`config.mk`:
```
export PLATFORM = sky130hd
export DESIGN_NAME = integer_to_base_digits
export DESIGN_NICKNAME = d
export VERILOG_FILES = /design/src/sv/itb_pkg.sv /design/src/sv/itb_div.sv /design/src/sv/integer_to_base_digits.sv
export SDC_FILE = /design/constraint.sdc
export NUM_CORES = 1
export LEC_CHECK = 0
export ABC_AREA = 1
export BUFFER_PORTS_ARGS = -buffer_cell sky130_fd_sc_hd__buf_4
export CAP_MARGIN = 25
export CORE_ASPECT_RATIO = 0.9
export CORE_MARGIN = 5
export CORE_UTILIZATION = 60
export DETAILED_ROUTE_END_ITERATION = 6
export GPL_TIMING_DRIVEN = 0
export PLACE_DENSITY = 0.87
export SYNTH_ARGS = -nofsm -noshare
export SYNTH_HDL_FRONTEND = slang
export SYNTH_SLANG_ARGS = --single-unit
```
`constraint.sdc`:
```
create_clock -name clock -period 5.05 [get_ports clock]
set_input_delay 1.2625 -clock clock [delete_from_list [all_inputs] [get_ports clock]]
set_output_delay 1.2625 -clock clock [all_outputs]
set_load 0.02 [all_outputs]
```
`src/sv/itb_pkg.sv`:
```
// shared constants, types and the digit-to-character map for integer_to_base_digits
`timescale 1ns / 1ps

package itb_pkg;

   // default width of the signed input value
   localparam int VALUE_BITS_DEF = 32;

   // radix field width and the legal radix span
   localparam int RADIX_BITS = 6;
   localparam logic [RADIX_BITS-1:0] RADIX_MIN = 6'd2;
   localparam logic [RADIX_BITS-1:0] RADIX_MAX = 6'd36;

   // ascii codes
   localparam int CHAR_BITS = 8;
   localparam logic [CHAR_BITS-1:0] CH_ZERO = 8'h30;
   localparam logic [CHAR_BITS-1:0] CH_ALPHA = 8'h41;
   localparam logic [CHAR_BITS-1:0] CH_MINUS = 8'h2D;
   localparam logic [RADIX_BITS-1:0] DECIMAL_DIGITS = 6'd10;

   // status of the serial divider, seen by the sequencer
   typedef struct packed {
      logic busy;
      logic done;
      logic quot_nz;
   } div_status_type;

   // digit value to its ascii character
   function automatic logic [CHAR_BITS-1:0] digit_char(input logic [RADIX_BITS-1:0] d);
      logic [CHAR_BITS-1:0] ch;
      if (d < DECIMAL_DIGITS) begin
         ch = CH_ZERO + {2'b00, d};
      end else begin
         ch = CH_ALPHA + {2'b00, d - DECIMAL_DIGITS};
      end
      return ch;
   endfunction

endpackage

```
`src/sv/itb_div.sv`:
```
// bit-serial restoring divider: one quotient bit per cycle, small remainder
`timescale 1ns / 1ps

module itb_div #(
   parameter int VALUE_BITS = itb_pkg::VALUE_BITS_DEF
) (
   input  logic                            clock,
   input  logic                            reset,
   input  logic                            start,
   input  logic [VALUE_BITS-1:0]           dividend,
   input  logic [itb_pkg::RADIX_BITS-1:0]  divisor,
   output logic [VALUE_BITS-1:0]           quotient,
   output logic [itb_pkg::RADIX_BITS-1:0]  remainder,
   output itb_pkg::div_status_type         status
);

   localparam int STEP_W = $clog2(VALUE_BITS);
   localparam logic [STEP_W-1:0] LAST_STEP = STEP_W'(VALUE_BITS - 1);

   logic [VALUE_BITS-1:0]          quo_ff, quo_in;
   logic [itb_pkg::RADIX_BITS-1:0] rem_ff, rem_in;
   logic [STEP_W-1:0]              step_ff, step_in;
   logic                           busy_ff, busy_in;
   logic                           done_ff, done_in;
   logic                           nz_ff, nz_in;
   logic [itb_pkg::RADIX_BITS:0]   trial;
   logic [itb_pkg::RADIX_BITS:0]   diff;
   logic                           fits;

   // one shift-subtract step: dividend bits leave at the top, quotient bits enter below
   always_comb begin
      trial = {rem_ff, quo_ff[VALUE_BITS-1]};
      diff  = trial - {1'b0, divisor};
      fits  = (trial >= {1'b0, divisor});
   end

   // step control
   always_comb begin
      quo_in  = quo_ff;
      rem_in  = rem_ff;
      step_in = step_ff;
      busy_in = busy_ff;
      done_in = 1'b0;
      nz_in   = nz_ff;
      if (start) begin
         quo_in  = dividend;
         rem_in  = '0;
         step_in = '0;
         busy_in = 1'b1;
         nz_in   = 1'b0;
      end else if (busy_ff) begin
         quo_in  = {quo_ff[VALUE_BITS-2:0], fits};
         rem_in  = fits ? diff[itb_pkg::RADIX_BITS-1:0] : trial[itb_pkg::RADIX_BITS-1:0];
         nz_in   = nz_ff | fits;
         step_in = step_ff + 1'b1;
         if (step_ff == LAST_STEP) begin
            busy_in = 1'b0;
            done_in = 1'b1;
         end
      end
   end

   always_ff @(posedge clock) begin
      if (reset) begin
         busy_ff <= 1'b0;
         done_ff <= 1'b0;
         step_ff <= '0;
      end else begin
         busy_ff <= busy_in;
         done_ff <= done_in;
         step_ff <= step_in;
      end
      quo_ff <= quo_in;
      rem_ff <= rem_in;
      nz_ff  <= nz_in;
   end

   assign quotient       = quo_ff;
   assign remainder      = rem_ff;
   assign status.busy    = busy_ff;
   assign status.done    = done_ff;
   assign status.quot_nz = nz_ff;

endmodule

```
`src/sv/integer_to_base_digits.sv`:
```
// top level: signed integer to ascii text in radix 2..36, most significant character first
//
//   channel   dir   handshake              payload
//   req       in    req_tvalid/req_tready  tdata = value, radix
//   rsp       out   rsp_tvalid/rsp_tready  tdata = text_char, tlast = final_char
//
// each digit takes one pass of the bit-serial divider, one quotient bit per cycle;
// each character then takes a digit store read and then an output load.
// reset is synchronous and clears the sequencer, the divider control and the output valid.
// a stalled rsp holds the output register and the sequencer waits; req is taken again
// once the last character is in the output register, even while it waits to be taken.
`timescale 1ns / 1ps

module integer_to_base_digits #(
   parameter int VALUE_BITS = itb_pkg::VALUE_BITS_DEF
) (
   input  logic                   clock,
   input  logic                   reset,
   input  logic                   req_tvalid,
   output logic                   req_tready,
   input  logic [((VALUE_BITS + itb_pkg::RADIX_BITS + 7) / 8) * 8 - 1:0] req_tdata, // value, radix
   output logic                   rsp_tvalid,
   input  logic                   rsp_tready,
   output logic [7:0]             rsp_tdata,   // text_char
   output logic                   rsp_tlast    // final_char
);

   localparam int CNT_W  = $clog2(VALUE_BITS + 1);
   localparam int IDX_W  = $clog2(VALUE_BITS);
   localparam int RB     = itb_pkg::RADIX_BITS;

   localparam logic [2:0] ST_IDLE = 3'd0;
   localparam logic [2:0] ST_DIV  = 3'd1;
   localparam logic [2:0] ST_SIGN = 3'd2;
   localparam logic [2:0] ST_READ = 3'd3;
   localparam logic [2:0] ST_EMIT = 3'd4;

   logic [2:0]              state_ff, state_in;
   logic [CNT_W-1:0]        count_ff, count_in;
   logic                    neg_ff, neg_in;
   logic [RB-1:0]           base_ff, base_in;
   logic [RB-1:0]           rd_ff;
   logic [RB-1:0]           digit_mem [VALUE_BITS];
   logic                    out_valid_ff, out_valid_in;
   logic [7:0]              out_char_ff, out_char_in;
   logic                    out_last_ff, out_last_in;

   logic                    accept;
   logic                    out_free;
   logic [VALUE_BITS-1:0]   in_value;
   logic [RB-1:0]           in_radix;
   logic [VALUE_BITS-1:0]   in_mag;
   logic                    div_start;
   logic [VALUE_BITS-1:0]   div_dividend;
   logic [VALUE_BITS-1:0]   div_quot;
   logic [RB-1:0]           div_rem;
   itb_pkg::div_status_type div_status;
   logic                    mem_wr;
   logic [IDX_W-1:0]        wr_idx;
   logic [IDX_W-1:0]        rd_idx;
   logic [CNT_W-1:0]        count_dec;

   // input beat unpacking, magnitude and radix clamp
   always_comb begin
      in_value = req_tdata[VALUE_BITS-1:0];
      in_radix = req_tdata[VALUE_BITS+RB-1:VALUE_BITS];
      in_mag   = in_value[VALUE_BITS-1] ? (~in_value + 1'b1) : in_value;
      if (in_radix < itb_pkg::RADIX_MIN) begin
         base_in = itb_pkg::RADIX_MIN;
      end else if (in_radix > itb_pkg::RADIX_MAX) begin
         base_in = itb_pkg::RADIX_MAX;
      end else begin
         base_in = in_radix;
      end
   end

   assign req_tready = (state_ff == ST_IDLE);
   assign accept     = req_tvalid && req_tready;
   assign out_free   = !out_valid_ff || rsp_tready;
   assign count_dec  = count_ff - 1'b1;
   assign wr_idx     = count_ff[IDX_W-1:0];
   assign rd_idx     = count_dec[IDX_W-1:0];
   assign mem_wr     = (state_ff == ST_DIV) && div_status.done;

   // divider feed: the new magnitude, then each quotient in turn
   assign div_start    = accept || (mem_wr && div_status.quot_nz);
   assign div_dividend = accept ? in_mag : div_quot;

   itb_div #(
      .VALUE_BITS(VALUE_BITS)
   ) u_div (
      .clock    (clock),
      .reset    (reset),
      .start    (div_start),
      .dividend (div_dividend),
      .divisor  (base_ff),
      .quotient (div_quot),
      .remainder(div_rem),
      .status   (div_status)
   );

   // sequencer
   always_comb begin
      state_in     = state_ff;
      count_in     = count_ff;
      neg_in       = neg_ff;
      out_valid_in = out_valid_ff && !rsp_tready;
      out_char_in  = out_char_ff;
      out_last_in  = out_last_ff;
      case (state_ff)
         ST_IDLE: begin
            if (accept) begin
               neg_in   = in_value[VALUE_BITS-1];
               count_in = '0;
               state_in = ST_DIV;
            end
         end
         ST_DIV: begin
            if (div_status.done) begin
               count_in = count_ff + 1'b1;
               if (!div_status.quot_nz) begin
                  state_in = neg_ff ? ST_SIGN : ST_READ;
               end
            end
         end
         ST_SIGN: begin
            if (out_free) begin
               out_valid_in = 1'b1;
               out_char_in  = itb_pkg::CH_MINUS;
               out_last_in  = 1'b0;
               state_in     = ST_READ;
            end
         end
         ST_READ: begin
            state_in = ST_EMIT;
         end
         ST_EMIT: begin
            if (out_free) begin
               out_valid_in = 1'b1;
               out_char_in  = itb_pkg::digit_char(rd_ff);
               out_last_in  = (count_ff == CNT_W'(1));
               count_in     = count_dec;
               state_in     = (count_ff == CNT_W'(1)) ? ST_IDLE : ST_READ;
            end
         end
         default: begin
            state_in = ST_IDLE;
         end
      endcase
   end

   // base is loaded only with a new item
   always_ff @(posedge clock) begin
      if (accept) begin
         base_ff <= base_in;
      end
   end

   // digit store, least significant digit first
   always_ff @(posedge clock) begin
      if (mem_wr) begin
         digit_mem[wr_idx] <= div_rem;
      end
      rd_ff <= digit_mem[rd_idx];
   end

   always_ff @(posedge clock) begin
      if (reset) begin
         state_ff     <= ST_IDLE;
         count_ff     <= '0;
         neg_ff       <= 1'b0;
         out_valid_ff <= 1'b0;
      end else begin
         state_ff     <= state_in;
         count_ff     <= count_in;
         neg_ff       <= neg_in;
         out_valid_ff <= out_valid_in;
      end
      out_char_ff <= out_char_in;
      out_last_ff <= out_last_in;
   end

   assign rsp_tvalid = out_valid_ff;
   assign rsp_tdata  = out_char_ff;
   assign rsp_tlast  = out_last_ff;

   // the divider is never running while a new item may enter
   a_idle_div_quiet: assert property (@(posedge clock) disable iff (reset)
      req_tready |-> !div_status.busy && !div_status.done)
      else $error("divider active while idle");

   // the digit count never passes the value width
   a_count_bound: assert property (@(posedge clock) disable iff (reset)
      count_ff <= CNT_W'(VALUE_BITS))
      else $error("digit count overflow");

   // loading the last character returns the sequencer to idle
   a_last_to_idle: assert property (@(posedge clock) disable iff (reset)
      (state_ff == ST_EMIT && out_free && count_ff == CNT_W'(1))
      |=> (state_ff == ST_IDLE) && out_valid_ff && out_last_ff)
      else $error("last character did not end the item");

   // a stalled output beat is not overwritten
   a_hold_stalled: assert property (@(posedge clock) disable iff (reset)
      (out_valid_ff && !rsp_tready) |=> out_valid_ff && $stable(out_char_ff))
      else $error("stalled character changed");

endmodule
```
==> run_results.csv <==
group,metric,value,unit
grt,grtUsageMet2,42.6,%
synthesis,ys.warnings.count,0,
pwr,clock_power_share,21.0,%
synthesis,synth_ff_type,"edfxtp_1",
route,wl_per_cell,19.0,µm
route,vias,9826,
worst_setup_path,critPathLaunchType,"register",
grt,globalRouteMet3Util,5.24,%
route,first_iter_violations,1183,
timing,timing.setup.tns,0,ns
grt,antenna_found_initial,0,
clocking,cts_hold_buf,0,
pwr,seq_power_share,32.9,%
cells_and_area,layout.cells.most_common_list,"nor2_1, edfxtp_1, nand2_1, o21ai_0, nand3_1",
placed_design,port-buffer-count,52,
pwr,p_leak,5.57,nW
cells_and_area,layout_commonest_cell,"nor2_1",
timing,tightest_slew,1.02,ns
synthesis,synthesis.nets,1339,
timing,slew_headroom,31.8,%
grt,grt_usage,26.2,%
worst_hold_path,holdPathStages,2,
timing,fmaxAchievable,342,MHz
clocking,clock_sinks,270,
cells_and_area,nFillCells,1467,
timing,fin_crit_sh,58.0,%
route,drc_errors,0,
clocking,cts_resized,0,
timing,layout_min_cycle_time,2.93,ns
synthesis,synth_seq_cells,270,
cells_and_area,drive_above_1_share,11.9,%
grt,grt_max_degree,33,
grt,grtUsageMet1,35.7,%
clocking,clockRootBuffer,"clkbuf_16",
pwr,p_per_area,672,nW/µm²
clocking,post_cts_buffers,0,
clocking,cts_tree,"built",
floorplan,die-area,24300,µm²
pwr,vdd_drop_max,0.361,mV
worst_setup_path,end_kind,"register",
clocking,cts_buffers,27,
cells_and_area,n_antenna_cell,0,
clocking,path_clk_slew,0.07,ns
grt,grt_overflow,0,
grt,top_usage_layer,"met2",
floorplan,io_pins,55,
route,wirelength,31700,µm
pwr,switchingPower,4.12,mW
worst_setup_path,required,5.48,ns
synthesis,avgSynthCellArea,9.99,µm²
cells_and_area,fin_util,69.9,%
run,drv_cap,0,
worst_setup_path,path_class,"reg2reg",
route,via_per_inst,5.89,
grt,grt_pass1_vias,9551,
worst_setup_path,worstRegToRegCells,14,
floorplan,initial_core_util,61.2,%
floorplan,rows,50,
pwr,power.internal,5.66,mW
pwr,p_comb_share,46.2,%
timing,rsz0062_at_grt,"no",
clocking,cts-htree-levels,1,
floorplan,fp.dieW,164,µm
synthesis,async_reset_ff_share,0,%
cells_and_area,nNetsFinal,1426,
grt,grt_pass1_wl,50200,µm
timing,hold_viol,0,
worst_setup_path,crit_fanout,12,
pwr,sw_frac_of_total,42.1,%
route,first_pass_iters,6,
placed_design,hpwlAfterDp,22100,µm
synthesis,synth_cells,1275,
worst_hold_path,hold_path.class,"reg2reg",
timing,clock_skew,0.0267,ns
run_status,status,"completed",
route,ant_nets,0,
synthesis,ys_seq_area_share,61.2,%
worst_setup_path,cp.arrival,3.36,ns
floorplan,core-area,20800,µm²
synthesis,ys_types,46,
timing,drv_slew,0,
clocking,insertion_delay,0.54,ns
synthesis,netlist_area,12700,µm²
cells_and_area,synthToLayoutAreaGrowth,14.3,%
floorplan,die-height,148,µm
pwr,total_power,9.78,mW
synthesis,synth_edf_count,239,
clocking,clock_path_buffers,3,
timing,final-setup-viol-count,0,
placed_design,gp_congestion,0.924,
## registers in the layout, summed over array words and instances, names as in the netlist, 3 cells and up
register	cells
rd_ff	6
digit_mem	192
u_div.step_ff	5
count_ff	6
rsp_tdata	8
base_ff	6
state_ff	3
u_div.quotient	32
u_div.remainder	6
## cell usage after synthesis, types with 3 or more instances
cell,n,share of area [%]
xnor2_1,4,0.27
a21oi_1,25,0.98
inv_4,3,0.15
edfxtp_1,239,56
inv_2,6,0.18
nand2_1,224,6.6
o21ai_0,116,4.6
o21bai_1,3,0.18
o211ai_1,51,3.0
or2_2,5,0.25
ha_1,19,1.9
xor2_1,15,1.0
clkbuf_1,21,0.62
nand4_1,11,0.54
dfxtp_1,31,4.9
buf_6,6,0.53
nand3_2,3,0.24
nand3b_1,11,0.65
nor2_1,250,7.4
nor3_1,3,0.12
buf_2,19,0.75
o21ai_1,8,0.31
nand3_1,91,3.6
o21ai_2,7,0.48
buf_4,8,0.47
inv_1,70,2.1
## cells by family (layout without fill, tap and decap cells)
logic type / after synthesis / after routing / share of synthesized area [%]
adders and majority gates: 20 / 20 / 2.02
AOI/OAI and AO/OA: 219 / 219 / 10.0
and+or+nand+nor: 610 / 610 / 20.3
DFF: 270 / 270 / 61.2
buffers and inverters: 135 / 242 / 4.81
xor gates and xnor gates: 21 / 21 / 1.65
## per-layer routing
layer,part of all wire (%),up-vias
li1,-,4589
met1,39,4589
met2,47,542
met3,10,106
met5,0,-
met4,3.6,0
## layout make-up
type / instances / area [µm²] / share of cell area [%]
Buffer: 54 / 302 / 2.07
Clock buffer: 33 / 698 / 4.80
Clock inverter: 16 / 206 / 1.42
Inverter: 81 / 312 / 2.14
Multi-Input combinational cell: 870 / 4340 / 29.8
Sequential cell: 270 / 7800 / 53.6
Tap cell: 286 / 358 / 2.46
Timing Repair Buffer: 58 / 543 / 3.73
## per-stage QoR
step	instance area (µm²)	instances	worst slack [ns]	hold WS (ns)
global route	14600	1668	1.97	0.500
global placement	13500	1613	-0.271	0.454
floorplan	12700	1275	0.696	0.445
CTS	14600	1668	2.19	0.477
detailed placement	13700	1619	2.00	0.467
finish	14600	1668	2.12	0.480
## critical path: stages (launching register included)
cell and delay [ns]:
dfxtp_1 0.37, buf_4 0.23, inv_4 0.10, buf_2 0.23
ha_1 0.30, buf_2 0.24, buf_2 0.34, buf_2 0.28
nor2_1 0.07, o21ai_0 0.11, o211ai_1 0.17, nand3_1 0.16
nand2_1 0.09, nand2_1 0.06, nand2_1 0.06
## power groups by stage
| stage | clock network [mW] | logic (mW) | registers, mW |
|---|---|---|---|
| final | 2.05 | 4.51 | 3.21 |
| after global routing | 2.17 | 4.91 | 3.24 |
| after CTS | 2.06 | 4.42 | 3.21 |
| after detailed placement | 0 | 4.35 | 3.25 |
| after global placement | 0 | 3.94 | 3.38 |
| after floorplan | 0 | 2.86 | 3.23 |
## path summary, 6_finish.rpt
path	start	end	slack [ns]
setup / recovery	count_ff[0]$_SDFFE_PP0P_	rd_ff[3]$_DFF_P_	2.12
hold / removal	u_div.step_ff[4]$_SDFFE_PP0P_	u_div.step_ff[4]$_SDFFE_PP0P_	0.48
setup reg to reg	count_ff[0]$_SDFFE_PP0P_	rd_ff[3]$_DFF_P_	2.12
hold reg to reg	u_div.step_ff[4]$_SDFFE_PP0P_	u_div.step_ff[4]$_SDFFE_PP0P_	0.48
No activity file was read; power rests on OpenSTA's default activity.
